## src/sv/hbs_pkg.sv

```systemverilog
// hbs_pkg: shared types, constants and register map for the height-map sampler
// used by every module of heightmap_bilinear_sampler but hbs_ram; no dependencies
package hbs_pkg;

    // fixed field widths
    localparam int STORE_AW   = 16;
    localparam int STORE_DW   = 16;
    localparam int STORE_DEPTH = 1 << STORE_AW;
    localparam int POS_W      = 20;
    localparam int OUT_W      = 27;
    localparam int OUT_FRAC   = 8;

    // defaults for the top-level parameters
    localparam int DEF_GRID_SIDE = 256;
    localparam int DEF_FRAC_BITS = 8;

    // configuration port
    localparam int PADDR_W = 4;
    localparam int PDATA_W = 32;

    localparam logic [1:0] REG_WORLD_HALF    = 2'd0;
    localparam logic [1:0] REG_INV_GRID_STEP = 2'd1;
    localparam logic [1:0] REG_HEIGHT_BASE   = 2'd2;

    localparam logic [18:0] WORLD_HALF_RST    = 19'd131072;
    localparam logic [19:0] INV_GRID_STEP_RST = 20'd65536;
    localparam logic [17:0] HEIGHT_BASE_RST   = 18'd0;

    // command codes
    localparam logic CMD_WRITE = 1'b0;
    localparam logic CMD_QUERY = 1'b1;

    typedef struct packed {
        logic [18:0]        world_half;
        logic [19:0]        inv_grid_step;
        logic signed [17:0] height_base;
    } hbs_cfg_t;

    // per-stage load enables of the sampler pipeline
    typedef struct packed {
        logic s1;
        logic s2;
        logic s3;
        logic s4;
        logic s5;
        logic s6;
        logic s7;
        logic s8;
    } hbs_ld_t;

endpackage

```

## src/sv/hbs_blend.sv

```systemverilog
// hbs_blend: bilinear blend of four samples plus base height, three register stages
// depends on hbs_pkg
module hbs_blend
    import hbs_pkg::*;
#(
    parameter int FRAC_BITS = DEF_FRAC_BITS
) (
    input  logic                    aclk,
    input  hbs_ld_t                 ld,
    input  hbs_cfg_t                cfg,
    input  logic [STORE_DW-1:0]     h00,
    input  logic [STORE_DW-1:0]     h01,
    input  logic [STORE_DW-1:0]     h10,
    input  logic [STORE_DW-1:0]     h11,
    input  logic [FRAC_BITS-1:0]    tx,
    input  logic [FRAC_BITS-1:0]    tz,
    output logic signed [OUT_W-1:0] height_out
);

    localparam int RW   = STORE_DW + FRAC_BITS;
    localparam int VW   = STORE_DW + 2 * FRAC_BITS;
    localparam int DROP = 2 * FRAC_BITS - OUT_FRAC;
    localparam logic [FRAC_BITS:0] ONE = {1'b1, {FRAC_BITS{1'b0}}};

    logic [FRAC_BITS:0]   wx0;
    logic [FRAC_BITS:0]   wz0;
    logic [RW:0]          row_a;
    logic [RW:0]          row_b;
    logic [RW-1:0]        a_reg;
    logic [RW-1:0]        b_reg;
    logic [FRAC_BITS-1:0] tz_reg;
    logic [VW:0]          v_sum;
    logic [VW-1:0]        v_reg;
    logic [OUT_W-1:0]     out_next;
    logic [OUT_W-1:0]     out_reg;

    assign wx0 = ONE - {1'b0, tx};
    assign wz0 = ONE - {1'b0, tz_reg};

    // weights sum to one, so each blend fits without the carry bit
    assign row_a = (RW+1)'(h00) * (RW+1)'(wx0) + (RW+1)'(h01) * (RW+1)'(tx);
    assign row_b = (RW+1)'(h10) * (RW+1)'(wx0) + (RW+1)'(h11) * (RW+1)'(tx);
    assign v_sum = (VW+1)'(a_reg) * (VW+1)'(wz0) + (VW+1)'(b_reg) * (VW+1)'(tz_reg);

    assign out_next = OUT_W'(v_reg[VW-1:DROP])
                    + {cfg.height_base[17], cfg.height_base, {OUT_FRAC{1'b0}}};

    always_ff @(posedge aclk) begin
        if (ld.s6) begin
            a_reg  <= row_a[RW-1:0];
            b_reg  <= row_b[RW-1:0];
            tz_reg <= tz;
        end
        if (ld.s7) begin
            v_reg <= v_sum[VW-1:0];
        end
        if (ld.s8) begin
            out_reg <= out_next;
        end
    end

    assign height_out = $signed(out_reg);

endmodule

```

## config.mk

```make
export PLATFORM = sky130hd
export DESIGN_NAME = hbs_blend
export DESIGN_NICKNAME = d
export VERILOG_FILES = /design/src/sv/hbs_pkg.sv /design/src/sv/hbs_blend.sv
export SDC_FILE = /design/constraint.sdc
export NUM_CORES = 2
export LEC_CHECK = 0
export BUFFER_PORTS_ARGS = -buffer_cell sky130_fd_sc_hd__buf_2
export CAP_MARGIN = 20
export CORE_MARGIN = 3
export CORE_UTILIZATION = 45
export DETAILED_ROUTE_END_ITERATION = 12
export RECOVER_POWER = 50
export SYNTH_ARGS = -nofsm -noshare
export SYNTH_HDL_FRONTEND = slang
export SYNTH_SLANG_ARGS = --single-unit
```

## constraint.sdc

```tcl
create_clock -name aclk -period 15.65 [get_ports aclk]
set_input_delay 4.695 -clock aclk [delete_from_list [all_inputs] [get_ports aclk]]
set_output_delay 4.695 -clock aclk [all_outputs]
set_load 0.05 [all_outputs]
```

* Yosys cells after proc, flatten, opt, wreduce, memory -nomap -nowiden
Index checks and enable logic that the tools add are counted.
** Word-level totals
- Register bits after elaboration :: 115
- Bits in latches :: 0
- Memory bits (writable) :: 0
- Bits in read-only memories :: 0
- Output and inout port bits :: 27
- Logic and storage cells :: 17
- Memories :: 0
** Operators by class
- Add/subtract/negate cells :: 6
- Multiply operators :: 6
- Divide/modulo/power cells :: 0
- Magnitude comparators :: 0
- Eq/ne operators :: 0
- Shift operators :: 0
- Mux-type cells :: 0
- Bitwise operators :: 0
- Reduce and logical (&&, ||, !) cells :: 0
** Operator list (count)
- $add A24 B24 Y24 :: 2
- $mul A16 B8 Y24 :: 2
- $mul A16 B9 Y24 :: 2
- $add A32 B32 Y32 :: 1
- $mul A24 B8 Y32 :: 1
- $mul A24 B9 Y32 :: 1
- $add A25 B26 Y27 :: 1
- $sub A9 B8 Y9 const A :: 2

* Longest topological paths before layout
- Depth in word-level cells :: 3
- Gate-level depth with buffers :: 28
- Depth with buffers taken out :: 27

* Worst setup path after synthesis
Ideal clock, no wire load.
- Path type :: in2reg
- Start :: in tx[3]
- End :: reg b_reg[23], data pin
- Setup time :: 0.260 ns
- Arrival :: 10.978 ns
- Data required time :: 15.390 ns
- Setup slack :: 4.412 ns
- Stages :: 25
- Buffers on the path :: 2
- Cells stage by stage :: clkbuf_1 nor2_1 nand2_1 or3_1 nor3_1 clkbuf_1 nand2_1 fa_1 fa_1 inv_1 fa_1 fa_1 fa_1 inv_1 fa_1 inv_1 ha_1 o21ai_0 or2_0 or3_1 o31a_1 a21oi_2 a211oi_1 a21oi_1 xnor2_1
** Between the ends
- Word-level cells in the longest chain between the ends :: 3
** RTL lines
- start: declaration :: RTL line hbs_blend.sv:15 : input logic [FRAC_BITS-1:0] tx,
- $sub A9 B8 Y9 :: RTL line hbs_blend.sv:37 : assign wx0 = ONE - {1'b0, tx};
- $mul A16 B9 Y24 :: RTL line hbs_blend.sv:42 : assign row_b = (RW+1)'(h10) * (RW+1)'(wx0) + (RW+1)'(h11) * (RW+1)'(tx);
- $add A24 B24 Y24 * :: RTL line hbs_blend.sv:42
- net row_b[23] :: RTL line hbs_blend.sv:28 : logic [RW:0] row_b;
- end signal: assignment :: RTL line hbs_blend.sv:51 : b_reg <= row_b[RW-1:0];
- end: declaration :: RTL line hbs_blend.sv:30 : logic [RW-1:0] b_reg;
Mark *: on every way through the listed nets, which the timed path passes. The rest lies on a longest branch.
A chain may end at the register's enable or synchronous reset.

* Worst setup path after layout
- Start :: in tx[1]
- End :: reg a_reg[22], data pin
** Between the ends
- Word-level cells in the longest chain between the ends :: 3
** RTL lines
- $sub A9 B8 Y9 :: RTL line hbs_blend.sv:37
- $mul A16 B9 Y24 :: RTL line hbs_blend.sv:41 : assign row_a = (RW+1)'(h00) * (RW+1)'(wx0) + (RW+1)'(h01) * (RW+1)'(tx);
- $add A24 B24 Y24 * :: RTL line hbs_blend.sv:41
- net row_a[22] :: RTL line hbs_blend.sv:27 : logic [RW:0] row_a;
- end signal: assignment :: RTL line hbs_blend.sv:50 : a_reg <= row_a[RW-1:0];
- end: declaration :: RTL line hbs_blend.sv:29 : logic [RW-1:0] a_reg;
Marks and branches as above.

==> summary by stage <==
Synthesis
The mean instance size in the synthesized netlist is 9.272 um^2. Counting flops with a built-in enable in the synthesized netlist gives 107. Summing every instance area after synthesis gives 33,940 um^2. In this run, synthesis produced a sequential element count of 107. The post-synthesis instance total is 3,661. The post-synthesis net count is 4,841.

The prevailing post-synth register cell is edfxtp_1. The post-synthesis async set-or-reset flop share is 0%. After synthesis, flip-flops and latches occupy 9.466% of the total area.

The count of warnings emitted by yosys is 0. The count of different cell masters after synthesis is 67.

Routing
The number of detailed-routing iterations run before antenna repair is 5. The number of antenna-violating nets in the routed design is 0. In the final routed layout, each cell accounts on average for 16.80 um. The DRC violation total after the first TritonRoute iteration is 919. The overall routed net length is 78,430 um. Dividing the detail-routed via count by the number of cells gives 4.911. For this run, design rule violations remaining after detail routing come to 0.

The number of vias after detailed routing is 22,925.

Floorplanning
The area enclosed by the die boundary is 78,760 um^2. Measured along the y axis, the die boundary spans 280.6 um. The die width is 280.6 um. The starting density of the core is 45.52%. The count of boundary I/O pins is 173.

In this run the standard cell core region covers 74,570 um^2. The site row count is 100.

Flow run
The number of violations of the max-capacitance limit is 1.

Clock network
The number of clock buffers inserted by TritonCTS is 9. The count of instances resized after the clock tree is built is 0. Clock-pin slew was measured on the worst setup and hold paths at 0.09 ns.

TritonCTS built the clock tree. Clock tree synthesis selected as its root buffer the cell clkbuf_16. In this run, post-CTS hold repair placed 0 buffers. Counting every sink on the clock net gives 107. In this run the post-CTS setup repair buffer count came out at 0. Clock latency on the worst-skew pair, taken at its later pin, is 0.40 ns. The number of H-tree levels is 3. The longest clock path from root to sink contains 2 buffers.

Global routing
The initial antenna violation count is 4. The largest net degree at the start of global routing is 57. The first global-routing pass estimated 130,900 um of wire. The number of global-route vias before repair was 24,886.

For this run the aggregate overflow at the end of global routing stands at 0. In the global route stage, overall resource usage came out at 21.19%.

Timing
Setup repair after global routing left no endpoint under its margin. The worst slew slack as a fraction of its limit is -125.6%. For the final routed database, the setup TNS stands at 0 ns. Counting I/O delays and the setup requirement, the final critical path takes 12.72 ns.

The worst setup skew after layout is 0.01920 ns. The final number of hold-violating endpoints is 0. Static timing analysis puts the maximum clock frequency at 0.07863 GHz. The share of the clock period used by the worst path after layout is 81.26%.

Setup violations remaining at the end of the flow were counted as 0. The number of pins exceeding their max-slew limit in the final report is 57. The slew at the pin closest to its max-slew limit is 3.384 ns.

Critical path
The worst setup path is captured at a flip-flop. The slowest stage of the critical path is the a2111oi_0 cell. The startpoint kind of the worst setup timing path is a primary input. At the worst endpoint, the arrival time is 12.87 ns. In this run the worst path has a maximum fanout of 34.

The required time of the critical path is 15.81 ns. The type of the worst setup path is in2reg. The largest single stage delay on the critical path is 0.99 ns.

Final layout
The fraction of final layout cells sized beyond drive strength 1 is 5.494%. The final cell count without fillers is 4,668. The final layout net count is 4,870. The layout-stage area growth over the synthesis result is 5.647%. The flip-flop count of the largest register, all copies and words added is 27. The utilization of the core after routing is 48.09%.

Outcome
The flow ran to the end, but the final reports show violations. The final reports fail on capacitance limit, slew limit.

Placed design
The placer's final routability congestion estimate is 0.8293. Counting tap cells, the placed design contains a total of 4,647 instances. The number of buffers inserted by port buffering is 128. Detailed placement ended at an HPWL of 64,040 um.

Worst hold path
The class of the tightest hold or removal check is reg2reg.
[synth_stat cells (all sizes together), types with 8 or more instances]
cell | count | area (um^2)
a21o | 21 | 162.7
a21oi | 57 | 292.8
and2 | 457 | 2859
and3 | 9 | 61.31
buf | 33 | 127.6
clkbuf | 107 | 401.6
edfxtp | 107 | 3213
fa | 783 | 15680
ha | 251 | 3141
inv | 982 | 3686
nand2 | 533 | 2001
nand3 | 16 | 80.08
nor2 | 37 | 138.9
nor2b | 8 | 50.05
nor3 | 20 | 105.1
o21ai | 35 | 182.7
or3 | 13 | 81.33
xnor2 | 78 | 683.2
xor2 | 28 | 245.2
[per-stage QoR]
stage	cell area, um^2	worst slack (ns)	hold WS (ns)
after floorplan	33940	4.412	0.4003
after global placement	35560	2.748	0.4008
after detailed placement	35560	2.683	0.4045
after CTS	35840	3.121	0.4256
after global routing	35850	2.563	0.4345
final	35860	2.933	0.4235
[final timing paths]
path / start / endpoint / slack, ns / cells past startpoint
setup reg to reg: tz_reg[0] / v_reg[29] / 7.98 / 27
setup / recovery: tx[1] / a_reg[22] / 2.93 / 29
hold reg to reg: v_reg[12] / height_out[4] / 0.42 / 0
hold / removal: v_reg[12] / height_out[4] / 0.42 / 0
[layout make-up]
class,count,area (um^2)
Clock inverter,7,58.81
Inverter,982,3686
Timing Repair Buffer,159,872.1
Clock buffer,9,225.2
Antenna cell,4,10.01
Tap cell,969,1212
Multi-Input combinational cell,2431,26580
Sequential cell,107,3213
Fill cell,7241,38710
[layout by cell type, fill, tap and decap left out, drive strengths merged, types with 3 or more instances in the layout]
master   netlist  layout
a2111oi        7       7
xor2          28      28
edfxtp       107     107
and4           4       4
o21a           6       6
nor3          20      20
fa           783     783
inv          982     986
a211oi         7       7
a41oi          4       4
or2            3       3
xnor2         78      78
a21oi         57      57
o21bai         7       7
nand2        533     533
and3           9       9
and2         457     457
buf           33     154
clkbuf       107      14
or3           13      13
o21ai         35      35
nor4           4       4
o2111ai        3       3
ha           251     251
nand4          3       3
nand3         16      16
a21o          21      21
diode          0       4
nor2b          8       8
nor2          37      37
o211ai         3       3
nand2b         5       5
a21boi         3       3
[worst max-delay path: cells and delay by family]
| kind | cells | cell delay (ns) |
|---|---|---|
| AOI/OAI and AO/OA | 5 | 1.75 |
| xor gates and xnor gates | 2 | 0.85 |
| adders and majority gates | 8 | 3.50 |
| buffers and inverters | 9 | 1.08 |
| and+or+nand+nor | 5 | 0.95 |
[cells by family (layout without fill, tap and decap cells)]
| family | Yosys count | after routing | synth area share, % |
|---|---|---|---|
| compound gates | 171 | 171 | 3.491 |
| xor+xnor | 106 | 106 | 2.735 |
| fa+ha+maj | 1034 | 1034 | 55.43 |
| buf+inv | 1123 | 1157 | 12.45 |
| flops | 107 | 107 | 9.466 |
| other cells | 0 | 4 | 0 |
| simple gates | 1120 | 1120 | 16.43 |
[layer usage]
metal  share of wire, %  track usage (%)  vias up
li1                   -                -    10647
met1                 45            28.85    11717
met2                 48            36.09      478
met3                4.9            2.654       81
met4                2.1            5.399        2
met5             0.0089                0        -
Power is not shown: default switching activity piles up to over one toggle a cycle in this logic, so the estimate is an artifact.
