==> config.mk <==
export PLATFORM = sky130hd
export DESIGN_NAME = hbs_coord
export DESIGN_NICKNAME = d
export VERILOG_FILES = /design/src/sv/hbs_pkg.sv /design/src/sv/hbs_coord.sv
export SDC_FILE = /design/constraint.sdc
export NUM_CORES = 1
export LEC_CHECK = 0
export ABC_CLOCK_PERIOD_IN_PS = 9000
export BUFFER_PORTS_ARGS = -buffer_cell sky130_fd_sc_hd__buf_4
export CORE_ASPECT_RATIO = 2
export CORE_MARGIN = 2
export CORE_UTILIZATION = 50
export DETAILED_ROUTE_END_ITERATION = 12
export GPL_ROUTABILITY_DRIVEN = 0
export PLACE_DENSITY_LB_ADDON = 0.1
export SLEW_MARGIN = 40
export SYNTH_ARGS = -nofsm -noshare
export SYNTH_HDL_FRONTEND = slang
export SYNTH_SLANG_ARGS = --single-unit
==> constraint.sdc <==
create_clock -name aclk -period 9 [get_ports aclk]
set_input_delay 0.9 -clock aclk [delete_from_list [all_inputs] [get_ports aclk]]
set_output_delay 0.9 -clock aclk [all_outputs]
set_load 0.02 [all_outputs]
==> src/sv/hbs_pkg.sv <==
// hbs_pkg: shared types, constants and register map for the height-map sampler
// used by every module of heightmap_bilinear_sampler but hbs_ram; no dependencies
package hbs_pkg;

    // fixed field widths
    localparam int STORE_AW   = 16;
    localparam int STORE_DW   = 16;
    localparam int STORE_DEPTH = 1 << STORE_AW;
    localparam int POS_W      = 20;
    localparam int OUT_W      = 27;
    localparam int OUT_FRAC   = 8;

    // defaults for the top-level parameters
    localparam int DEF_GRID_SIDE = 256;
    localparam int DEF_FRAC_BITS = 8;

    // configuration port
    localparam int PADDR_W = 4;
    localparam int PDATA_W = 32;

    localparam logic [1:0] REG_WORLD_HALF    = 2'd0;
    localparam logic [1:0] REG_INV_GRID_STEP = 2'd1;
    localparam logic [1:0] REG_HEIGHT_BASE   = 2'd2;

    localparam logic [18:0] WORLD_HALF_RST    = 19'd131072;
    localparam logic [19:0] INV_GRID_STEP_RST = 20'd65536;
    localparam logic [17:0] HEIGHT_BASE_RST   = 18'd0;

    // command codes
    localparam logic CMD_WRITE = 1'b0;
    localparam logic CMD_QUERY = 1'b1;

    typedef struct packed {
        logic [18:0]        world_half;
        logic [19:0]        inv_grid_step;
        logic signed [17:0] height_base;
    } hbs_cfg_t;

    // per-stage load enables of the sampler pipeline
    typedef struct packed {
        logic s1;
        logic s2;
        logic s3;
        logic s4;
        logic s5;
        logic s6;
        logic s7;
        logic s8;
    } hbs_ld_t;

endpackage

==> src/sv/hbs_coord.sv <==
// hbs_coord: world position to clamped grid coordinate, three register stages
// depends on hbs_pkg
module hbs_coord
    import hbs_pkg::*;
#(
    parameter int GRID_SIDE = DEF_GRID_SIDE,
    parameter int FRAC_BITS = DEF_FRAC_BITS,
    localparam int IW = $clog2(GRID_SIDE)
) (
    input  logic                 aclk,
    input  hbs_ld_t              ld,
    input  hbs_cfg_t             cfg,
    input  logic [POS_W-1:0]     pos,
    output logic [IW-1:0]        grid_idx,
    output logic [FRAC_BITS-1:0] frac
);

    localparam int CW    = IW + FRAC_BITS;
    localparam int PW    = 40;
    localparam int SHIFT = 24 - FRAC_BITS;
    localparam logic [PW-1:0] TOP = PW'(((GRID_SIDE - 1) << FRAC_BITS) - 1);

    logic signed [POS_W:0] sum_next;
    logic signed [POS_W:0] sum_reg;
    logic [POS_W-1:0]      mag;
    logic [PW-1:0]         prod_reg;
    logic [PW-1:0]         scaled;
    logic [CW-1:0]         coord;
    logic [IW-1:0]         grid_idx_reg;
    logic [FRAC_BITS-1:0]  frac_reg;

    // sign-extended position plus the half world extent
    assign sum_next = $signed({pos[POS_W-1], pos}) + $signed({2'b00, cfg.world_half});

    // nonpositive sums map to coordinate zero
    assign mag = (!sum_reg[POS_W] && (sum_reg != '0)) ? sum_reg[POS_W-1:0] : '0;

    assign scaled = prod_reg >> SHIFT;
    assign coord  = (scaled > TOP) ? TOP[CW-1:0] : scaled[CW-1:0];

    always_ff @(posedge aclk) begin
        if (ld.s1) begin
            sum_reg <= sum_next;
        end
        if (ld.s2) begin
            prod_reg <= PW'(mag) * PW'(cfg.inv_grid_step);
        end
        if (ld.s3) begin
            grid_idx_reg <= coord[CW-1:FRAC_BITS];
            frac_reg     <= coord[FRAC_BITS-1:0];
        end
    end

    assign grid_idx = grid_idx_reg;
    assign frac     = frac_reg;

endmodule

After elaboration in Yosys (flattened, before gate mapping)
Cells that the tools add are included.
Word-level totals
  bits in registers: 77
  bits of input ports: 86
  logic and storage cells: 11
Cells by class
  add/sub/neg operators: 1
  $mul: 1
  order comparisons: 1
  muxes and demuxes: 1
  reduce and logical (&&, ||, !) cells: 3
Operator list (number)
  20-bit by 20-bit multiplier with 40-bit output: 1
  24-bit by 16-bit greater-than comparator with 1-bit output, second input constant: 1
  20-bit by 20-bit adder with 21-bit output: 1
  21-bit nonzero test: 1
  20-bit two-way mux: 1
  1-bit logical AND: 1
  1-bit logical NOT: 1

Depth between registers and ports, before layout
Gate-level depths: netlist of the first run.
  word-level depth: 4
  gate-level depth with buffers: 30

Least setup slack after synthesis of the first run
OpenSTA, ideal clock, no wires.
  kind: register -> register
  from: register sum_reg[1]
  to: register prod_reg[32], data pin
  arrival: 7.076 ns
  slack: 1.744 ns
  cell stages (with the launch flop): 29
  path buffers: 2
  clock period less this slack: 7.256 ns
  cells stage by stage: edfxtp_1 -> nor4_1 -> and3_1 -> a31oi_1 -> clkbuf_1 -> and2_1 -> clkbuf_1 -> nand2_1 -> fa_1 -> inv_1 -> fa_1 -> inv_1 -> fa_1 -> inv_1 -> fa_1 -> fa_1 -> fa_1 -> inv_1 -> fa_1 -> inv_1 -> ha_1 -> a21oi_2 -> o21ai_2 -> a2111oi_2 -> o211ai_1 -> nand3_2 -> a21oi_2 -> or4b_1 -> o311ai_1
Between the ends
  longest elaborated chain between the ends: 4
Ends and longest elaborated chain
  start, declared: RTL line hbs_coord.sv:24  | logic signed [POS_W:0] sum_reg;
  start signal, assigned: RTL line hbs_coord.sv:43  | sum_reg <= sum_next;
  21-bit nonzero test: RTL line hbs_coord.sv:36  | assign mag = (!sum_reg[POS_W] && (sum_reg != '0)) ? sum_reg[POS_W-1:0] : '0;
  1-bit logical AND: RTL line hbs_coord.sv:36
  20-bit two-way mux (*): RTL line hbs_coord.sv:36
  20-bit by 20-bit multiplier with 40-bit output (*): RTL line hbs_coord.sv:46  | prod_reg <= PW'(mag) * PW'(cfg.inv_grid_step);
  end signal, assigned: RTL line hbs_coord.sv:46
  end, declared: RTL line hbs_coord.sv:26  | logic [PW-1:0] prod_reg;
Mark *: on every way between the ends. The rest lies on a longest branch, timed or not.
A chain may end at the register's enable or synchronous reset.

Final worst setup path of the first run
  from: register sum_reg[12]
  to: register prod_reg[32], data pin
The elaborated chain is that of the path after synthesis.

==> results.ini, run 1 <==
[outcome]
status=completed

[synth]
yosys_warnings=0
synthAdderAreaFrac=0.530
syn_avg_cell_area_um2=9.47
synth-simple-area-share=0.180
synth_top_family_by_area=adder cells
yosys.cell_types.count=58
synth-compound-area-share=0.0495
synth-edff-count=61
synth_area_um2=16000
synthXorXnorAreaFrac=0.0219
synth_seq_cells=61
synthMuxAreaShare=0.000625
async_flop_share=0
ys_seq_area_frac=0.114
synth_flop_cell=edfxtp_1
synthCells=1692
syn-num-nets=2265

[clock_network]
post_cts_buffers=0
cts_tree=yes
cts_resized=0
numCtsBuffers=9
cts_hold_buffers=0
clk_path_buf_depth=2
clock_sinks=61
htreeDepth=3
worstSkewPairLatency_ns=0.37
root_buffer=clkbuf_16
clkTransAtPathRegs_ns=0.07

[sta]
tns_ns=0
finalClockSkew_ns=0.0166
max_freq_mhz=120
final-setup-viol-count=0
hold_viol_final=0
drv_slew=0
timing.final.crit_period_ns=8.30
grt_setup_unrepaired=no
max-slew-margin-rel=0.422
fin_hold_ws_ns=0.501
period_share=0.922
worstMarginPinSlew_ns=0.868

[job]
maxCapViolations=0

[setup_path]
start_kind=flop
crit_required_ns=9.20
crit_arrival_ns=8.50
criticalPathCategory=flop to flop
end_kind=flop
critPathMaxFanout=121

[drt]
num_vias=12000
routed_wl_um=44200
vias_per_cell=5.55
first_pass_iters=5
drc=0
drtIter0Drc=530
wl_per_cell_um=20.5
drtAntennaViolNets=0

[final_layout]
largest_reg_flops=24
nets=2303
final_common_cell=inv_1
syn_to_final_growth_pct=8.87
final_layout_size_suffix_gt1_frac=0.0997
insertedDiodeCount=0
final_cell_mix=inv_1 (344), fa_1 (320), nand2_1 (195)

[floorplan]
dieHeight_um=257
start_util=0.508
num_rows=92
io_pins=102
coreArea_um2=31500
die_area_um2=33600
fp.dieW_um=131

[min_path]
hold_path_class=flop to flop

[global_routing]
grt_pass1_wl_um=69500
grtUsageTotal=0.281
antenna_found_initial=0
grt_pass1_vias=13300
grt_overflow=0
grt_max_degree=122

[placed_design]
portBuffers=78
hpwl_um=36400

==> final timing paths <==
path | start | end | slack (ns) | depth (start not counted)
max | sum_reg[12] | prod_reg[32] | 0.70 | 26
min | prod_reg[23] | frac[7] | 0.50 | 1
max reg2reg | sum_reg[12] | prod_reg[32] | 0.70 | 26
min reg2reg | prod_reg[23] | frac[7] | 0.50 | 1
==> area by class of cell <==
| cell class | count | area [µm²] |
|---|---|---|
| Multi-Input combinational cell | 1191 | 12600 |
| Timing Repair Buffer | 123 | 931 |
| Fill cell | 2941 | 14100 |
| Clock buffer | 9 | 225 |
| Sequential cell | 61 | 1830 |
| Tap cell | 423 | 529 |
| Clock inverter | 7 | 80.1 |
| Inverter | 344 | 1290 |
==> routing by layer <==
layer,track usage,up-vias,part of all wire
li1,-,5337,-
met1,0.274,6133,0.32
met2,0.522,341,0.56
met3,0.0252,163,0.031
met4,0.219,0,0.093
met5,0,-,0
==> synth_stat cells (all sizes together) (3+ instances only) <==
library cell  count  area share
xor2              8      0.0044
o311ai            3      0.0016
nand3             8      0.0028
nor2             23      0.0054
or2              15      0.0059
o21ai            22      0.0076
xnor2            32       0.017
nor2b            10      0.0039
o21bai            3      0.0014
a21o             12      0.0056
fa              320        0.40
edfxtp           61        0.11
nand2b            3      0.0012
a21oi            42       0.014
o211ai            7      0.0033
inv             344       0.081
clkbuf           95       0.022
nor3              7      0.0022
or3               3      0.0012
o21a              4      0.0019
nand4b            4      0.0022
and3            147       0.057
and2            103       0.040
and2b             6      0.0028
ha              167        0.13
a31oi             3      0.0012
nand4             8      0.0031
nand2           196       0.046
nor4              9      0.0035
==> logic make-up (layout without fill, tap and decap cells) <==
logic type	count (synthesis)	in the layout
XOR/XNOR	40	40
adder cells (fa/ha/maj)	487	487
AO/OA/AOI/OAI	116	116
multiplexers	1	1
buffers and inverters	440	483
AND/OR/NAND/NOR	547	547
flip-flops	61	61
==> metrics by stage <==
stage	setup slack [ns]	cell area (µm²)	utilization	cells
2_1_floorplan	1.74	16000	-	1692
3_3_place_gp	0.738	17100	0.543	2140
3_5_place_dp	0.683	17100	0.543	2142
4_1_cts	0.649	17400	0.553	2158
5_1_grt	0.382	17400	0.553	2158
6_report	0.699	17400	0.553	2158
==> worst max-delay path, cell delays in order, from the launching register on <==
cell       delay, ns
edfxtp_1        0.60
nor4_1          0.38
and3_1          0.26
a31oi_4         0.13
buf_12          0.26
and3_1          0.25
fa_1            0.53
inv_1           0.10
fa_1            0.52
fa_1            0.52
inv_1           0.06
fa_1            0.57
fa_1            0.44
fa_1            0.49
inv_1           0.05
fa_1            0.47
inv_1           0.04
ha_1            0.36
a21oi_1         0.21
o21ai_0         0.21
buf_4           0.21
a2111oi_2       0.24
o211ai_1        0.32
nand3_2         0.18
a21oi_2         0.11
or4b_1          0.53
o311ai_1        0.10
Power of run 1 is not shown: default switching activity piles up to over one toggle a cycle in this logic, so the estimate is an artifact.
==> run 2: changes to the inputs <==
--- a/config.mk
+++ b/config.mk
@@ -5,12 +5,13 @@
 export SDC_FILE = /design/constraint.sdc
 export NUM_CORES = 1
 export LEC_CHECK = 0
-export ABC_CLOCK_PERIOD_IN_PS = 9000
-export BUFFER_PORTS_ARGS = -buffer_cell sky130_fd_sc_hd__buf_4
+export ABC_CLOCK_PERIOD_IN_PS = 10700
+export CAP_MARGIN = 30
 export CORE_ASPECT_RATIO = 2
 export CORE_MARGIN = 2
 export CORE_UTILIZATION = 50
 export DETAILED_ROUTE_END_ITERATION = 12
+export DONT_BUFFER_PORTS = 1
 export GPL_ROUTABILITY_DRIVEN = 0
 export PLACE_DENSITY_LB_ADDON = 0.1
 export SLEW_MARGIN = 40
==> constraint.sdc (replaced) <==
create_clock -name aclk -period 10.7 [get_ports aclk]
set_input_delay 1.07 -clock aclk [delete_from_list [all_inputs] [get_ports aclk]]
set_output_delay 1.07 -clock aclk [all_outputs]
set_load 0.02 [all_outputs]
==> run 2 against run 1 <==
Effect of this change: clock skew is 0.0049 ns lower; fmax down 8.8%; first-iteration DRC count grew 20%.
==> results.ini, run 2 (synthesized netlist as in run 1, its figures left out) <==
[outcome]
status=completed

[global_routing]
grt_overflow=0
antenna_found_initial=0
grt_pass1_vias=12800
grtUsageTotal=0.274
grt_pass1_wl_um=68100
grt_max_degree=60

[final_layout]
final_cell_mix=inv_1 (344), fa_1 (320), nand2_1 (195)
fin_util=0.528
syn_to_final_growth_pct=3.97
final_common_cell=inv_1
largest_reg_flops=24
final_layout_size_suffix_gt1_frac=0.0441
nets=2199
insertedDiodeCount=0

[clock_network]
cts_hold_buffers=0
htreeDepth=3
numCtsBuffers=9
clkTransAtPathRegs_ns=0.06
cts_tree=yes
clock_sinks=61
worstSkewPairLatency_ns=0.38
root_buffer=clkbuf_16
clk_path_buf_depth=2
post_cts_buffers=0
cts_resized=0

[setup_path]
crit_arrival_ns=9.22
start_kind=flop
path_common_cell=fa_1
cpPeakStageDelay_ns=0.84
cp_slowest_cell=edfxtp_1
crit_required_ns=10.82
critPathMaxFanout=59
criticalPathCategory=flop to flop
end_kind=flop

[sta]
max-slew-margin-rel=0.484
drv_slew=0
tns_ns=0
hold_viol_final=0
final-setup-viol-count=0
max_freq_mhz=110
period_share=0.851
finalClockSkew_ns=0.0117
grt_setup_unrepaired=no
timing.final.crit_period_ns=9.10
worstMarginPinSlew_ns=0.766

[floorplan]
start_util=0.508
num_rows=92
die_area_um2=33600
io_pins=102
fp.dieW_um=131
coreArea_um2=31500
dieHeight_um=257

[drt]
vias_per_cell=5.58
drtAntennaViolNets=0
routed_wl_um=43100
drc=0
drtIter0Drc=634
num_vias=11500
wl_per_cell_um=21.0
first_pass_iters=5

[placed_design]
hpwl_um=35000
portBuffers=0

[job]
maxCapViolations=0

[min_path]
hold_path_class=flop to flop

[run 2: cell count changes in the layout (fill, tap and decap cells not counted), sizes merged]
cell / delta
buf: -104
[run 2: through the flow]
| stage | instances | worst slack [ns] | area [µm²] | hold WS (ns) |
|---|---|---|---|---|
| 6_report | 2054 | 1.60 | 16700 | 0.502 |
| 5_1_grt | 2054 | 1.17 | 16700 | 0.510 |
| 4_1_cts | 2054 | 1.63 | 16700 | 0.506 |
| 3_5_place_dp | 2038 | 1.66 | 16400 | 0.490 |
| 3_3_place_gp | 2037 | 1.68 | 16300 | 0.487 |
| 2_1_floorplan | 1692 | 3.44 | 16000 | 0.482 |
[run 2: routing by layer]
layer  vias to the layer above  share of wire  wire length [µm]  track usage
li1                       5128              -                 -            -
met1                      5903           0.32             13800        0.273
met2                       301           0.57             24600        0.516
met3                       127          0.039              1690       0.0383
met4                         0          0.072              3090        0.170
met5                         -              0                 0            0
[run 2: cell type report]
class / instances / area (µm²)
timing repair buffer: 19 / 140
tap: 423 / 529
fill: 2979 / 14900
multi-input combinational: 1191 / 12600
clock inverter: 7 / 80.1
inverter: 344 / 1290
sequential: 61 / 1830
clock buffer: 9 / 225
[run 2: critical path, delay by kind of cell (launching register included)]
family,cells,cell delay (ns)
adders and majority gates,8,3.94
DFF,1,0.84
xor gates and xnor gates,1,0.13
and+or+nand+nor,6,1.31
AOI/OAI and AO/OA,6,1.67
buffers and inverters,7,0.93
[run 2: worst paths after layout]
kind / slack (ns) / from / cells past startpoint / to
hold reg to reg: 0.50 / prod_reg[19] / 1 / frac[3]
setup reg to reg: 1.60 / sum_reg[3] / 28 / prod_reg[37]
setup / recovery: 1.60 / sum_reg[3] / 28 / prod_reg[37]
hold / removal: 0.50 / prod_reg[19] / 1 / frac[3]
Power of run 2 is left out for the same reason.
==> run 3: changes to the inputs <==
--- a/config.mk
+++ b/config.mk
@@ -5,11 +5,12 @@
 export SDC_FILE = /design/constraint.sdc
 export NUM_CORES = 1
 export LEC_CHECK = 0
-export ABC_CLOCK_PERIOD_IN_PS = 10700
+export ABC_CLOCK_PERIOD_IN_PS = 8390
 export CAP_MARGIN = 30
 export CORE_ASPECT_RATIO = 2
 export CORE_MARGIN = 2
 export CORE_UTILIZATION = 50
+export CTS_CLUSTER_SIZE = 14
 export DETAILED_ROUTE_END_ITERATION = 12
 export DONT_BUFFER_PORTS = 1
 export GPL_ROUTABILITY_DRIVEN = 0
==> constraint.sdc (replaced) <==
create_clock -name aclk -period 8.39 [get_ports aclk]
set_input_delay 0.839 -clock aclk [delete_from_list [all_inputs] [get_ports aclk]]
set_output_delay 0.839 -clock aclk [all_outputs]
set_load 0.02 [all_outputs]
==> run 3 against run 2 <==
Effect of this change: non-clock buffer count increased by 81; cell count increased by 3.9%; flip-flop and latch count unchanged; clock-buffer cell count unchanged; critical path type unchanged; largest cell class unchanged.
==> results.ini, run 3 (synthesized netlist as in run 1, its figures left out) <==
[outcome]
status=completed

[setup_path]
crit_path_start=sum_reg[13]
cpPeakStageDelay_ns=0.55
timing.rr.start=sum_reg[13]
cp_slowest_cell=fa_1
crit_required_ns=8.64
end_kind=flop
start_kind=flop
worst-path-buf-inv=10
crit_arrival_ns=8.02
criticalPathCategory=flop to flop
cp_top_family=adder cells
critPathMaxFanout=25
path_common_cell=fa_1

[floorplan]
die_area_um2=33600
num_rows=92
coreArea_um2=31500
io_pins=102
fp.dieW_um=131
start_util=0.508
dieHeight_um=257

[clock_network]
clk_path_buf_depth=2
numCtsBuffers=9
worstSkewPairLatency_ns=0.38
cts_resized=0
htreeDepth=3
clock_sinks=61
root_buffer=clkbuf_16
cts_tree=yes
clkTransAtPathRegs_ns=0.08
post_cts_buffers=0
cts_hold_buffers=0

[global_routing]
antenna_found_initial=0
grt_overflow=0
grt_pass1_vias=13300
grt_pass1_wl_um=69800
grtUsageTotal=0.281
grt_max_degree=35

[drt]
drc=0
routed_wl_um=44200
first_pass_iters=5
wl_per_cell_um=20.7
vias_per_cell=5.55
drtIter0Drc=538
drtAntennaViolNets=0
num_vias=11900

[final_layout]
nets=2280
multi_input_comb_area_um2=12600
final_cell_mix=inv_1 (344), fa_1 (320), nand2_1 (195)
final_common_cell=inv_1
final_layout_size_suffix_gt1_frac=0.0870
fill_cells=2978
syn_to_final_growth_pct=8.01
register_area_um2=1830
design_area_um2=17300
largest_reg_flops=24
fin_util=0.549
insertedDiodeCount=0

[sta]
tns_ns=0
final-setup-viol-count=0
period_share=0.926
max_freq_mhz=129
max-slew-margin-rel=0.488
finalClockSkew_ns=0.0214
drv_slew=0
timing.final.crit_period_ns=7.77
grt_setup_unrepaired=no
worstMarginPinSlew_ns=0.761
hold_viol_final=0

[min_path]
hold_path_class=flop to flop
min_from=prod_reg[23]

[placed_design]
dpl_cell_area_um2=17000
hpwl_um=36900
portBuffers=0

[job]
maxCapViolations=0

==> run 3: per-layer routing <==
metal  up-vias  wire (µm)  global-route usage  part of all wire
met5         -          0                   0                 0
met4         0       3750               0.206             0.085
met3       158       1590              0.0333             0.036
met2       358      25000               0.523              0.57
met1      6046      13800               0.275              0.31
li1       5293          -                   -                 -
==> run 3: area by class of cell <==
cell class | count | area share
Multi-Input combinational cell | 1191 | 0.725
Sequential cell | 61 | 0.106
Inverter | 344 | 0.0746
Timing Repair Buffer | 100 | 0.0445
Tap cell | 423 | 0.0306
Clock buffer | 9 | 0.0130
Clock inverter | 7 | 0.00607
==> run 3: per-stage QoR <==
stage	setup slack, ns	instances	hold slack, ns
floorplan	1.13	1692	0.482
global placement	0.626	2117	0.484
detailed placement	0.556	2119	0.488
CTS	0.572	2135	0.496
global route	0.138	2135	0.518
finish	0.623	2135	0.494
==> run 3: final timing paths <==
path | to | slack (ns) | cells past startpoint
setup / recovery | prod_reg[38] | 0.62 | 29
hold / removal | frac[7] | 0.49 | 1
setup reg to reg | prod_reg[38] | 0.62 | 29
hold reg to reg | frac[7] | 0.49 | 1
Power of run 3 is left out for the same reason.
