**config.mk**
```make
export PLATFORM = sky130hd
export DESIGN_NAME = hbs_regs
export DESIGN_NICKNAME = d
export VERILOG_FILES = /design/src/sv/hbs_pkg.sv /design/src/sv/hbs_regs.sv
export SDC_FILE = /design/constraint.sdc
export NUM_CORES = 1
export LEC_CHECK = 0
export BUFFER_PORTS_ARGS = -buffer_cell sky130_fd_sc_hd__buf_2
export CORE_ASPECT_RATIO = 1.4
export CORE_UTILIZATION = 46
export DETAILED_ROUTE_END_ITERATION = 6
export PLACE_DENSITY = 0.88
export SLEW_MARGIN = 20
export SYNTH_ARGS = -nofsm -noshare
export SYNTH_HDL_FRONTEND = slang
export SYNTH_SLANG_ARGS = --single-unit
```
**constraint.sdc**
```tcl
create_clock -name aclk -period 1.9 [get_ports aclk]
set_input_delay 0.285 -clock aclk [delete_from_list [all_inputs] [get_ports aclk]]
set_output_delay 0.285 -clock aclk [all_outputs]
set_load 0.01 [all_outputs]
```
**src/sv/hbs_pkg.sv**
```systemverilog
// hbs_pkg: shared types, constants and register map for the height-map sampler
// used by every module of heightmap_bilinear_sampler but hbs_ram; no dependencies
package hbs_pkg;

    // fixed field widths
    localparam int STORE_AW   = 16;
    localparam int STORE_DW   = 16;
    localparam int STORE_DEPTH = 1 << STORE_AW;
    localparam int POS_W      = 20;
    localparam int OUT_W      = 27;
    localparam int OUT_FRAC   = 8;

    // defaults for the top-level parameters
    localparam int DEF_GRID_SIDE = 256;
    localparam int DEF_FRAC_BITS = 8;

    // configuration port
    localparam int PADDR_W = 4;
    localparam int PDATA_W = 32;

    localparam logic [1:0] REG_WORLD_HALF    = 2'd0;
    localparam logic [1:0] REG_INV_GRID_STEP = 2'd1;
    localparam logic [1:0] REG_HEIGHT_BASE   = 2'd2;

    localparam logic [18:0] WORLD_HALF_RST    = 19'd131072;
    localparam logic [19:0] INV_GRID_STEP_RST = 20'd65536;
    localparam logic [17:0] HEIGHT_BASE_RST   = 18'd0;

    // command codes
    localparam logic CMD_WRITE = 1'b0;
    localparam logic CMD_QUERY = 1'b1;

    typedef struct packed {
        logic [18:0]        world_half;
        logic [19:0]        inv_grid_step;
        logic signed [17:0] height_base;
    } hbs_cfg_t;

    // per-stage load enables of the sampler pipeline
    typedef struct packed {
        logic s1;
        logic s2;
        logic s3;
        logic s4;
        logic s5;
        logic s6;
        logic s7;
        logic s8;
    } hbs_ld_t;

endpackage

```
**src/sv/hbs_regs.sv**
```systemverilog
// hbs_regs: apb-style configuration registers of the height-map sampler
// depends on hbs_pkg
module hbs_regs
    import hbs_pkg::*;
(
    input  logic               aclk,
    input  logic               aresetn,
    input  logic               psel,
    input  logic               penable,
    input  logic               pwrite,
    input  logic [PADDR_W-1:0] paddr,
    input  logic [PDATA_W-1:0] pwdata,
    output logic [PDATA_W-1:0] prdata,
    output logic               pready,
    output hbs_cfg_t           cfg
);

    hbs_cfg_t   cfg_reg;
    logic       wr_en;
    logic [1:0] reg_sel;

    assign reg_sel = paddr[3:2];
    assign wr_en   = psel && penable && pwrite;
    assign pready  = 1'b1;

    always_ff @(posedge aclk) begin
        if (!aresetn) begin
            cfg_reg.world_half    <= WORLD_HALF_RST;
            cfg_reg.inv_grid_step <= INV_GRID_STEP_RST;
            cfg_reg.height_base   <= HEIGHT_BASE_RST;
        end else if (wr_en) begin
            unique case (reg_sel)
                REG_WORLD_HALF:    cfg_reg.world_half    <= pwdata[18:0];
                REG_INV_GRID_STEP: cfg_reg.inv_grid_step <= pwdata[19:0];
                REG_HEIGHT_BASE:   cfg_reg.height_base   <= pwdata[17:0];
                default: ;
            endcase
        end
    end

    always_comb begin
        unique case (reg_sel)
            REG_WORLD_HALF:    prdata = {13'd0, cfg_reg.world_half};
            REG_INV_GRID_STEP: prdata = {12'd0, cfg_reg.inv_grid_step};
            REG_HEIGHT_BASE:   prdata = {{14{cfg_reg.height_base[17]}}, cfg_reg.height_base};
            default:           prdata = '0;
        endcase
    end

    assign cfg = cfg_reg;

endmodule

```
* Word level (Yosys, flattened, before mapping) *
Cells that the tools add are included.

operators by class
  equal/unequal tests = 2
  muxes and demuxes = 1
  reduce and logical (&&, ||, !) cells = 6

operators with widths
  operator                                       count
  one-hot mux 32 bit (3 select lines)            1
  AND reduction 2 bit                            3
  == test 2 x 1 -> 1 bit, second input constant  1
  == test 2 bit, second input constant           1
  logical AND 1 bit                              2
  logical NOT 2 bit                              1

word-level totals
  register bits after elaboration = 57
  output and inout port bits = 90
  logic and storage cells = 12

* Depth between registers and ports, before layout *
Gate-level depths: netlist of run 1.

  depth in word-level cells = 3
  mapped depth = 5

* Worst setup path before layout of run 1 *
Ideal clock, no wire load.

  path type = input -> output
  start point = in paddr[3]
  end point = out prdata[21]
  arrival time = 1.511 ns
  required time = 1.615 ns
  path slack = 0.104 ns
  cell stages on the path = 5
  path buffers = 3
  path through = buf_2 buf_2 nand2_1 nor2_1 buf_4

on the way
  word-level cells in the longest chain between the ends = 2
  elaborated cells on any way between the ends = 4
  those cells by class = 2 x eq/ne; 1 x mux; 1 x reduce/logical

ends and longest elaborated chain
  what                                   line            source
  start, declared                        hbs_regs.sv:11  input logic [PADDR_W-1:0] paddr,
  == test 2 bit (tied with other cells)  hbs_regs.sv:42  unique case (reg_sel)
  one-hot mux 32 bit (3 select lines) *  hbs_regs.sv:42
  end, declared                          hbs_regs.sv:13  output logic [PDATA_W-1:0] prdata,

Every way passes the cells marked *; elsewhere a longest branch is shown, timed or not.

* Final worst setup path of run 1 *
  start point = in paddr[2]
  end point = out prdata[19]

The elaborated chain is that of the path after synthesis.

==> results of run 1 <==
[final cells by class]
class                           count  area [µm²]  share of cell area (%)
Clock buffer                       13         179                    5.20
Clock inverter                      2        35.0                    1.02
Inverter                            1        3.75                   0.109
Multi-Input combinational cell    201        1290                    37.6
Sequential cell                    57        1140                    33.2
Tap cell                           68        85.1                    2.47
Timing Repair Buffer              130         701                    20.4
[worst max-delay path, stage by stage]
cell,delay [ns]
buf_2,0.19
buf_4,0.25
nor2_1,0.07
buf_4,0.16
a21o_1,0.14
buf_2,0.13
[cells in the final DEF, fill, tap and decap left out]
master | Yosys | final
bufinv_16 | 0 | 1
nand3_1 | 1 | 1
nand3b_1 | 1 | 1
clkinv_2 | 0 | 1
and2_1 | 1 | 1
mux2i_1 | 75 | 75
a21o_1 | 1 | 1
nand2_1 | 95 | 95
buf_2 | 7 | 115
o21ai_0 | 19 | 19
dfxtp_1 | 57 | 57
inv_1 | 1 | 1
nor2_1 | 1 | 1
buf_12 | 1 | 1
clkbuf_8 | 0 | 13
nor3b_4 | 0 | 1
nor2b_1 | 2 | 2
nor2b_2 | 1 | 1
o211ai_1 | 1 | 1
buf_4 | 15 | 14
conb_1 | 1 | 1
and3_4 | 1 | 1
[worst paths after layout]
path,start,end,slack [ns]
worst min-delay path,pwdata[19],cfg[37]$_SDFFE_PN0P_,0.21
worst min register to register,cfg[51]$_SDFFE_PN0P_,cfg[51]$_SDFFE_PN0P_,0.47
worst max-delay path,paddr[2],prdata[19],0.38
worst max register to register,cfg[17]$_SDFFE_PN0P_,cfg[17]$_SDFFE_PN0P_,1.25
[power groups by stage]
stage	sequential [mW]	combinational [mW]	clock [mW]
after floorplan	1.26	0.118	0
after global placement	1.25	0.200	0
after detailed placement	1.25	0.205	0
after CTS	1.22	0.205	1.22
after global routing	1.22	0.223	1.26
final	1.22	0.203	1.19
[cell families after synthesis]
kind of cell           Yosys count
AO/OA/AOI/OAI                   21
buffers and inverters           35
flip-flops                      57
multiplexers                    75
other                            1
AND/OR/NAND/NOR                104
[layer usage]
metal  routed length, µm  track usage, %
met3                 415            6.97
met1                2550            24.8
met2                3200            36.1
met4                  88            8.16
met5                   0               0
[metrics by stage]
step / cells / area (µm²) / hold slack, ns
detailed placement: 457 / 3230 / 0.462
floorplan: 293 / 2660 / 0.427
CTS: 472 / 3440 / 0.195
finish: 472 / 3440 / 0.214
global route: 472 / 3440 / 0.211
global placement: 457 / 3230 / 0.454
==> metrics.md, run 1 <==
| Metric | Value |
|---|---|
| Post-DP HPWL | roughly 4500 µm |
| Hold path depth | 3 |
| Syn Nets | 334 |
| Final TNS setup | 0 ns |
| Routability Congestion | between 0.7 and 0.8 |
| Area growth syn-to-layout | 29.4% |
| Top cells by area, synth | dfxtp_1 (43%), mux2i_1 (28%), nand2_1 (13%) |
| Number of diodes | 0 |
| Worst-path clk slew | about 0.06 ns |
| Combinational family with the most area after synthesis | multiplexers |
| Syn Area/Cell | about 9 µm² |
| RSZ-0062 raised after global routing | false |
| Power Density | 760 nW/µm² |
| Leak Pwr | approximately 1.8 nW |
| Overall power | between 2 and 3 mW |
| Die H | 91.9 µm |
| Sequential Power Share | 46.8% |
| Post-Synth Adder-Cell Area | 0% |
| Yosys cell types | 21 |
| Sequential area share after synthesis | 42.9% |
| Setup Viol. Count Final | 0 |
| Clk_lat worst skew | roughly 0.33 ns |
| Util after Layout | approximately 62% |
| Synthesized area | 2660 µm² |
| TritonCTS clock tree | yes |
| Critical path type | in -> out |
| Clock skew | 0 ns |
| Residual DRC | 0 |
| Total gr overflow | 0 |
| Area leader, netlist | dfxtp_1 |
| Comb pwr share | under 10% |
| Dpl ws | slightly above 0.3 ns |
| Starting density of the core | 48.1% |
| Root buffer cell | clkbuf_8 |
| Filler cells | 473 |
| Ports | roughly 130 |
| GRT Total Usage | ~22% |
| Max Cap Viol | 0 |
| YS warnings | 0 |
| Status | finished, final reports clean |
| Cells after synthesis | 293 |
| #FFs+latches synth | 57 |
| Final hold vios | 0 |
| TritonCTS Buffers | 9 |
| Worst Path Arrival | 1.24 ns |
| Net count, final | about 440 |
| Fin crit share | roughly 80% |
| Post-synth top cells | nand2_1 (95), mux2i_1 (75), dfxtp_1 (57), o21ai_0 (19), buf_4 (15) |
| CP Capture Type | primary output |
| Vias/cell | approximately 5 |
| Crit path max fanout | 14 |
| Xor/xnor cell area share of the yosys netlist | 0% |
| Sink Count | between 50 and 60 |
| Final min period | approximately 1.5 ns |
| Die outline width | roughly 66 µm |
| Via Count | approximately 2400 |
| Depth of the worst register-to-register path | 2 |
| Int Pwr | about 2 mW |
| Placement Rows | 32 |
| Post-Synth Simple-Gate Area | between 15 and 20% |
| Top-count cell post-synth | nand2_1 |
| Layout cells sized above 1 | between 30% and 40% |
| Clk pwr share | 45.4% |
| Die area | between 6000 and 7000 µm² |
| Crit path launch type | primary input |
| PostCTS Resize Cnt | 0 |
| Wire per inst | ~13 µm |
| Area share of the largest cell type after synthesis | approximately 43% |
| Number of flip-flops in the largest register | 57 |
| Largest net degree at the start of global routing | 79 |
| Post-cts hold buffer count | 0 |
| Initial drt markers | 75 |
| Most used DFF post-synth | dfxtp_1 |
| Max IR drop VDD | around 0.63 mV |
| Final Max Tran Viols | 0 |
| First-pass GRT wire length | ~9900 µm |
| Worst Setup Slack, final | between 0.3 and 0.4 ns |
| Number of synthesized flops with an enable pin | 0 |
| Antenna violations before repair | 0 |
| Post-route ant nets | 0 |
| Fmax | about 660 MHz |
| Synth async-reset ratio | 0% |
| Core Area | 5530 µm² |
| Post-CTS Setup Inserts | 0 |
| IO Port Bufs | ~120 |
| H-tree Lvls | 3 |
| Worst EP required | about 1.6 ns |
| Vias in the first global route | around 2100 |
| Net Switching | a little under 0.6 mW |
| Switching share of power | between 20% and 30% |
| Clock buffer depth | 2 |
| Drt pass-1 iters | 4 |
| Synth Area in Compound Gates | just over 4% |
| Proportion of synthesized area in mux cells | between 20 and 30% |
| Routed wire length | 6250 µm |
| HP Class | in -> reg |
(Power assumes the default switching activity.)
==> run 2: changes to the inputs <==
--- a/config.mk
+++ b/config.mk
@@ -7,9 +7,9 @@
 export LEC_CHECK = 0
 export BUFFER_PORTS_ARGS = -buffer_cell sky130_fd_sc_hd__buf_2
 export CORE_ASPECT_RATIO = 1.4
-export CORE_UTILIZATION = 46
+export CORE_UTILIZATION = 41
 export DETAILED_ROUTE_END_ITERATION = 6
-export PLACE_DENSITY = 0.88
+export PLACE_DENSITY = 0.84
 export SLEW_MARGIN = 20
 export SYNTH_ARGS = -nofsm -noshare
 export SYNTH_HDL_FRONTEND = slang
==> constraint.sdc (replaced) <==
create_clock -name aclk -period 1.4 [get_ports aclk]
set_input_delay 0.21 -clock aclk [delete_from_list [all_inputs] [get_ports aclk]]
set_output_delay 0.21 -clock aclk [all_outputs]
set_load 0.01 [all_outputs]
==> run 2 against run 1 <==
Against the previous run: register-to-register slack worse by 0.49 ns; die area is 12% higher; sequential power is 36% higher; core utilization is 6.7 points lower; clock skew stayed put; via count is 0.63% lower; largest power group unchanged.
==> metrics.md, run 2 (synthesis gave the netlist of run 1 again) <==
| Metric | Value |
|---|---|
| Status | finished, final reports clean |
| Core Area | between 6000 and 7000 µm² |
| Final TNS setup | 0 ns |
| Final Max Tran Viols | 0 |
| CP Capture Type | primary output |
| Routability Congestion | 0.727 |
| Die H | 97.3 µm |
| Worst-path clk slew | roughly 0.070 ns |
| Number of flip-flops in the largest register | 57 |
| Placement Rows | 34 |
| H-tree Lvls | 3 |
| Crit path launch type | flop |
| Residual DRC | 0 |
| Beginning of the worst hold path | pwdata[19] |
| CP Launch Point | cfg[17]$_SDFFE_PN0P_ |
| Buf/Inv on CP | 1 |
| Post-DP HPWL | ~4500 µm |
| Max IR drop VDD | approximately 0.70 mV |
| GRT Total Usage | roughly a fifth |
| Int Pwr | ~2.8 mW |
| Initial drt markers | approximately 110 |
| Die area | about 6800 µm² |
| Die outline width | 70.0 µm |
| Leak Pwr | around 1.8 nW |
| Power Density | ~1000 nW/µm² |
| TritonCTS clock tree | yes |
| Post-route ant nets | 0 |
| Root buffer cell | clkbuf_8 |
| Clock buffer depth | 2 |
| Max Cap Viol | 0 |
| Net count, final | about 440 |
| Starting density of the core | approximately 42% |
| Final hold vios | 0 |
| Total gr overflow | 0 |
| CP max-delay cell | dfxtp_4 |
| Clk_lat worst skew | 0.32 ns |
| Filler cells | 562 |
| Delay-heaviest family, CP | flip-flops |
| Worst EP required | 1.19 ns |
| Setup Viol. Count Final | 0 |
| Ports | roughly 130 |
| Comb pwr share | approximately 8.0% |
| Layout cells sized above 1 | 37.0% |
| Util after Layout | a little under three fifths |
| Most frequent cells in the layout | buf_2 (115), nand2_1 (94), mux2i_1 (75) |
| Register Area | 1140 µm² |
| Sequential Power Share | between 40% and 50% |
| IO Port Bufs | around 120 |
| Drt pass-1 iters | 4 |
| Clk pwr share | a little under half |
| TritonCTS Buffers | 9 |
| RSZ-0062 raised after global routing | false |
| Worst Path Arrival | 1.12 ns |
| Multi-input gate area | about 1300 µm² |
| Largest net degree at the start of global routing | just under 80 |
| Number of diodes | 0 |
| Critical path, cell by cell | nand2_4 > nor2_4 > a21o_1 > buf_2 |
| HP Class | in -> reg |
| Dpl ws | 0.109 ns |
| Antenna violations before repair | 0 |
| Via Count | 2354 |
| Area growth syn-to-layout | 30.6% |
| Clock skew | 0 ns |
| RR Startpoint | cfg[55]$_SDFFE_PN1P_ |
| Final min period | between 1 and 1.5 ns |
| Fin crit share | a little over nine tenths |
| Fmax | approximately 750 MHz |
| Wire per inst | 13.5 µm |
| Vias in the first global route | ~2300 |
| CP max stage delay | 0.37 ns |
| Sink Count | 57 |
| Crit path max fanout | 7 |
| Vias/cell | approximately 4.9 |
| Worst Setup Slack, final | 0.0746 ns |
| Critical path type | reg -> out |
| Routed wire length | 6420 µm |
| First-pass GRT wire length | about 11000 µm |
| Switching share of power | a little under a quarter |
| Net Switching | 0.819 mW |
| Leading cell type in the layout, fill and taps excluded | buf_2 |
-- run 2: metrics by stage --
stage / hold slack, ns / power (mW) / std cells / area (µm²)
6_report: 0.128 / 3.58 / 477 / 3470
5_1_grt: 0.117 / 3.72 / 477 / 3470
4_1_cts: 0.113 / 3.62 / 477 / 3460
3_5_place_dp: 0.463 / 1.98 / 460 / 3240
3_3_place_gp: 0.453 / 1.98 / 460 / 3240
2_1_floorplan: 0.352 / 1.86 / 293 / 2670
-- run 2: path summary, 6_finish.rpt --
check	endpoint	slack, ns	cells past startpoint
hold / removal	cfg[37]$_SDFFE_PN0P_	0.13	3
setup / recovery	prdata[19]	0.07	4
hold reg to reg	cfg[36]$_SDFFE_PN0P_	0.47	2
setup reg to reg	cfg[55]$_SDFFE_PN1P_	0.76	2
-- run 2: cell type report --
type / instances / area share (%)
Inverter: 1 / 0.108
Sequential cell: 57 / 33.0
Tap cell: 72 / 2.59
Multi-Input combinational cell: 202 / 37.9
Clock inverter: 5 / 2.31
Clock buffer: 11 / 3.78
Timing Repair Buffer: 129 / 20.3
-- run 2: power by group through the flow --
stage	Sequential, mW	Clock (mW)	Combinational (mW)
after detailed placement	1.69	0	0.288
after global routing	1.66	1.75	0.313
final	1.66	1.64	0.286
after global placement	1.69	0	0.282
after CTS	1.66	1.67	0.290
after floorplan	1.70	0	0.161
-- run 2: repair_timing --
item / CTS / global route
buffers inserted: 0 / 0
gates cloned: 1 / 0
endpoints found under the hold margin: 0 / 0
gates resized for setup: 2 / 3
endpoints found under the setup margin: 13 / 4
pin swaps: 1 / 1
hold buffers: 0 / 0
-- run 2: per-layer routing --
layer | vias up | global-route usage, % | part of all wire, %
met2 | 80 | 33.0 | 50
met5 | - | 0 | 0
li1 | 1167 | - | -
met1 | 1097 | 23.6 | 44
met4 | 0 | 9.38 | 1.9
met3 | 10 | 3.22 | 4.8
-- run 2: tightest hold or removal path, delay by kind of cell --
family | cells | cell delay (ns)
mux | 1 | 0.06
simple gates | 1 | 0.05
buf+inv | 1 | 0.10
==> run 3: changes to the inputs <==
--- a/config.mk
+++ b/config.mk
@@ -9,6 +9,7 @@
 export CORE_ASPECT_RATIO = 1.4
 export CORE_UTILIZATION = 41
 export DETAILED_ROUTE_END_ITERATION = 6
+export MAX_ROUTING_LAYER = met4
 export PLACE_DENSITY = 0.84
 export SLEW_MARGIN = 20
 export SYNTH_ARGS = -nofsm -noshare
==> run 3 against run 2 <==
Against the previous run: sequential power hardly changed; via count is essentially flat; final area is the same; total power barely moved; combinational power barely moved; sequential share of layout area stayed put; global-route usage grew 0.54 points; critical path depth unchanged; worst setup slack improved by 0.00059 ns; non-clock buffer count unchanged; critical path type unchanged; critical endpoint unchanged; largest power group unchanged.
==> metrics.md, run 3 (synthesis gave the netlist of run 1 again) <==
| Metric | Value |
|---|---|
| Crit path launch type | flop |
| Drt pass-1 iters | 4 |
| Die outline width | about 70 µm |
| Clk_lat worst skew | roughly 0.32 ns |
| Total gr overflow | 0 |
| Layout cells sized above 1 | 37.0% |
| Wire per inst | between 10 and 15 µm |
| Worst-path clk slew | 0.07 ns |
| Multi-input gate area | roughly 1300 µm² |
| Routing usage on met3 | 3.22% |
| RR Startpoint | cfg[55]$_SDFFE_PN1P_ |
| Final Max Tran Viols | 0 |
| Vias/cell | between 4 and 5 |
| Fin crit share | 94.6% |
| M1 GR Usage | 23.6% |
| H-tree Lvls | 3 |
| TritonCTS clock tree | yes |
| First-pass GRT wire length | 10600 µm |
| Leading cell type in the layout, fill and taps excluded | buf_2 |
| Util after Layout | 55.5% |
| Antenna violations before repair | 0 |
| Setup Viol. Count Final | 0 |
| Starting density of the core | between 40 and 50% |
| Final hold vios | 0 |
| Vias in the first global route | about 2300 |
| Register Area | approximately 1100 µm² |
| Leak Pwr | roughly 1.8 nW |
| Filler cells | roughly 560 |
| TritonCTS Buffers | 9 |
| Initial drt markers | ~120 |
| GR Util met2 | 33.0% |
| Reg2reg end | cfg[55]$_SDFFE_PN1P_ |
| Gr busiest metal | met2 |
| Fmax | 755 MHz |
| Clock buffer depth | 2 |
| Critical path type | reg -> out |
| R2R setup slack | roughly 0.76 ns |
| Placement Rows | 34 |
| Area growth syn-to-layout | 30.6% |
| Root buffer cell | clkbuf_8 |
| Core Area | about 6300 µm² |
| Clock skew | 0 ns |
| HP Class | in -> reg |
| Largest net degree at the start of global routing | between 70 and 80 |
| Depth of the worst register-to-register path | 2 |
| Worst EP required | approximately 1.2 ns |
| CP Capture Type | primary output |
| Post-DP HPWL | ~4500 µm |
| Most frequent cells in the layout | buf_2 (115), nand2_1 (94), mux2i_1 (75) |
| Critical path, cell by cell | nand2_4 > nor2_4 > a21o_1 > buf_2 |
| GRT Total Usage | between 10% and 20% |
| Die area | between 6000 and 7000 µm² |
| Power Density | between 1000 and 1500 nW/µm² |
| Final min period | about 1.3 ns |
| Buf/Inv on CP | 1 |
| Routed wire length | approximately 6400 µm |
| Die H | a little under 100 µm |
| Hold EP | cfg[37]$_SDFFE_PN0P_ |
| Via Count | 2352 |
| Post-cts hold buffer count | 0 |
| Post-route ant nets | 0 |
| Net count, final | ~440 |
| Residual DRC | 0 |
| IO Port Bufs | 115 |
| Final TNS setup | 0 ns |
| Number of diodes | 0 |
| Number of flip-flops in the largest register | 57 |
| Max Cap Viol | 0 |
| Post-CTS Setup Inserts | 0 |
| Status | finished, final reports clean |
| Max IR drop VDD | about 0.70 mV |
| CP max stage delay | about 0.37 ns |
| Hold path depth | 3 |
| CP max-delay cell | dfxtp_4 |
| Ports | roughly 130 |
| Crit path max fanout | 7 |
| Sink Count | between 50 and 60 |
| Beginning of the worst hold path | pwdata[19] |
| Delay-heaviest family, CP | flip-flops |
| Routability Congestion | between 0.7 and 0.8 |
| RSZ-0062 raised after global routing | false |
| Worst Path Arrival | between 1 and 1.5 ns |
==> run 3: cell counts in the layout (fill, tap and decap cells not counted) <==
Identical to the previous run, type by type.
==> run 3: worst max-delay path by stage <==
stage	startpoint	to	slack [ns]	depth (start not counted)
floorplan	paddr[3]	prdata[21]	0.07	5
global placement	paddr[3]	prdata[18]	0.15	6
detailed placement	pwrite	cfg[52]$_SDFFE_PN0P_	0.11	5
CTS	cfg[17]$_SDFFE_PN0P_	prdata[19]	0.01	4
global route	cfg[17]$_SDFFE_PN0P_	prdata[19]	0.02	4
finish	cfg[17]$_SDFFE_PN0P_	prdata[19]	0.08	4
==> run 3: cell type report <==
type                            count  share of cell area (%)
Multi-Input combinational cell    202                    37.9
Timing Repair Buffer              129                    20.3
Inverter                            1                   0.108
Clock inverter                      5                    2.31
Tap cell                           72                    2.59
Clock buffer                       11                    3.78
Sequential cell                    57                    33.0
==> run 3: what timing repair did <==
action                                 CTS  global route
setup endpoints to repair               13             4
pin swaps                                1             1
gates cloned                             1             0
resized for setup                        2             3
endpoints found under the hold margin    0             0
==> run 3: tightest hold or removal path: stages <==
cell     delay [ns]
buf_2          0.10
nand2_1        0.05
mux2i_1        0.06
==> run 3: layer usage <==
layer / vias to the layer above / part of all wire (%)
met5: - / 0
met2: 77 / 50
met4: 0 / 1.9
met1: 1098 / 44
met3: 10 / 4.4
li1: 1167 / -
==> run 3: report_power, final <==
part | leakage, nW | switching, mW | internal [mW]
Clock | 0.0995 | 0.636 | 1.00
Sequential | 0.461 | 0.0160 | 1.64
Combinational | 1.21 | 0.166 | 0.120
==> run 3: through the flow <==
stage	cell area, µm²	cells	hold WS (ns)	worst slack [ns]	power, mW
finish	3470	477	0.128	0.0752	3.58
global route	3470	477	0.117	0.0184	3.72
CTS	3460	477	0.113	0.0103	3.62
detailed placement	3240	460	0.463	0.109	1.98
global placement	3240	460	0.453	0.148	1.98
floorplan	2670	293	0.352	0.0717	1.86
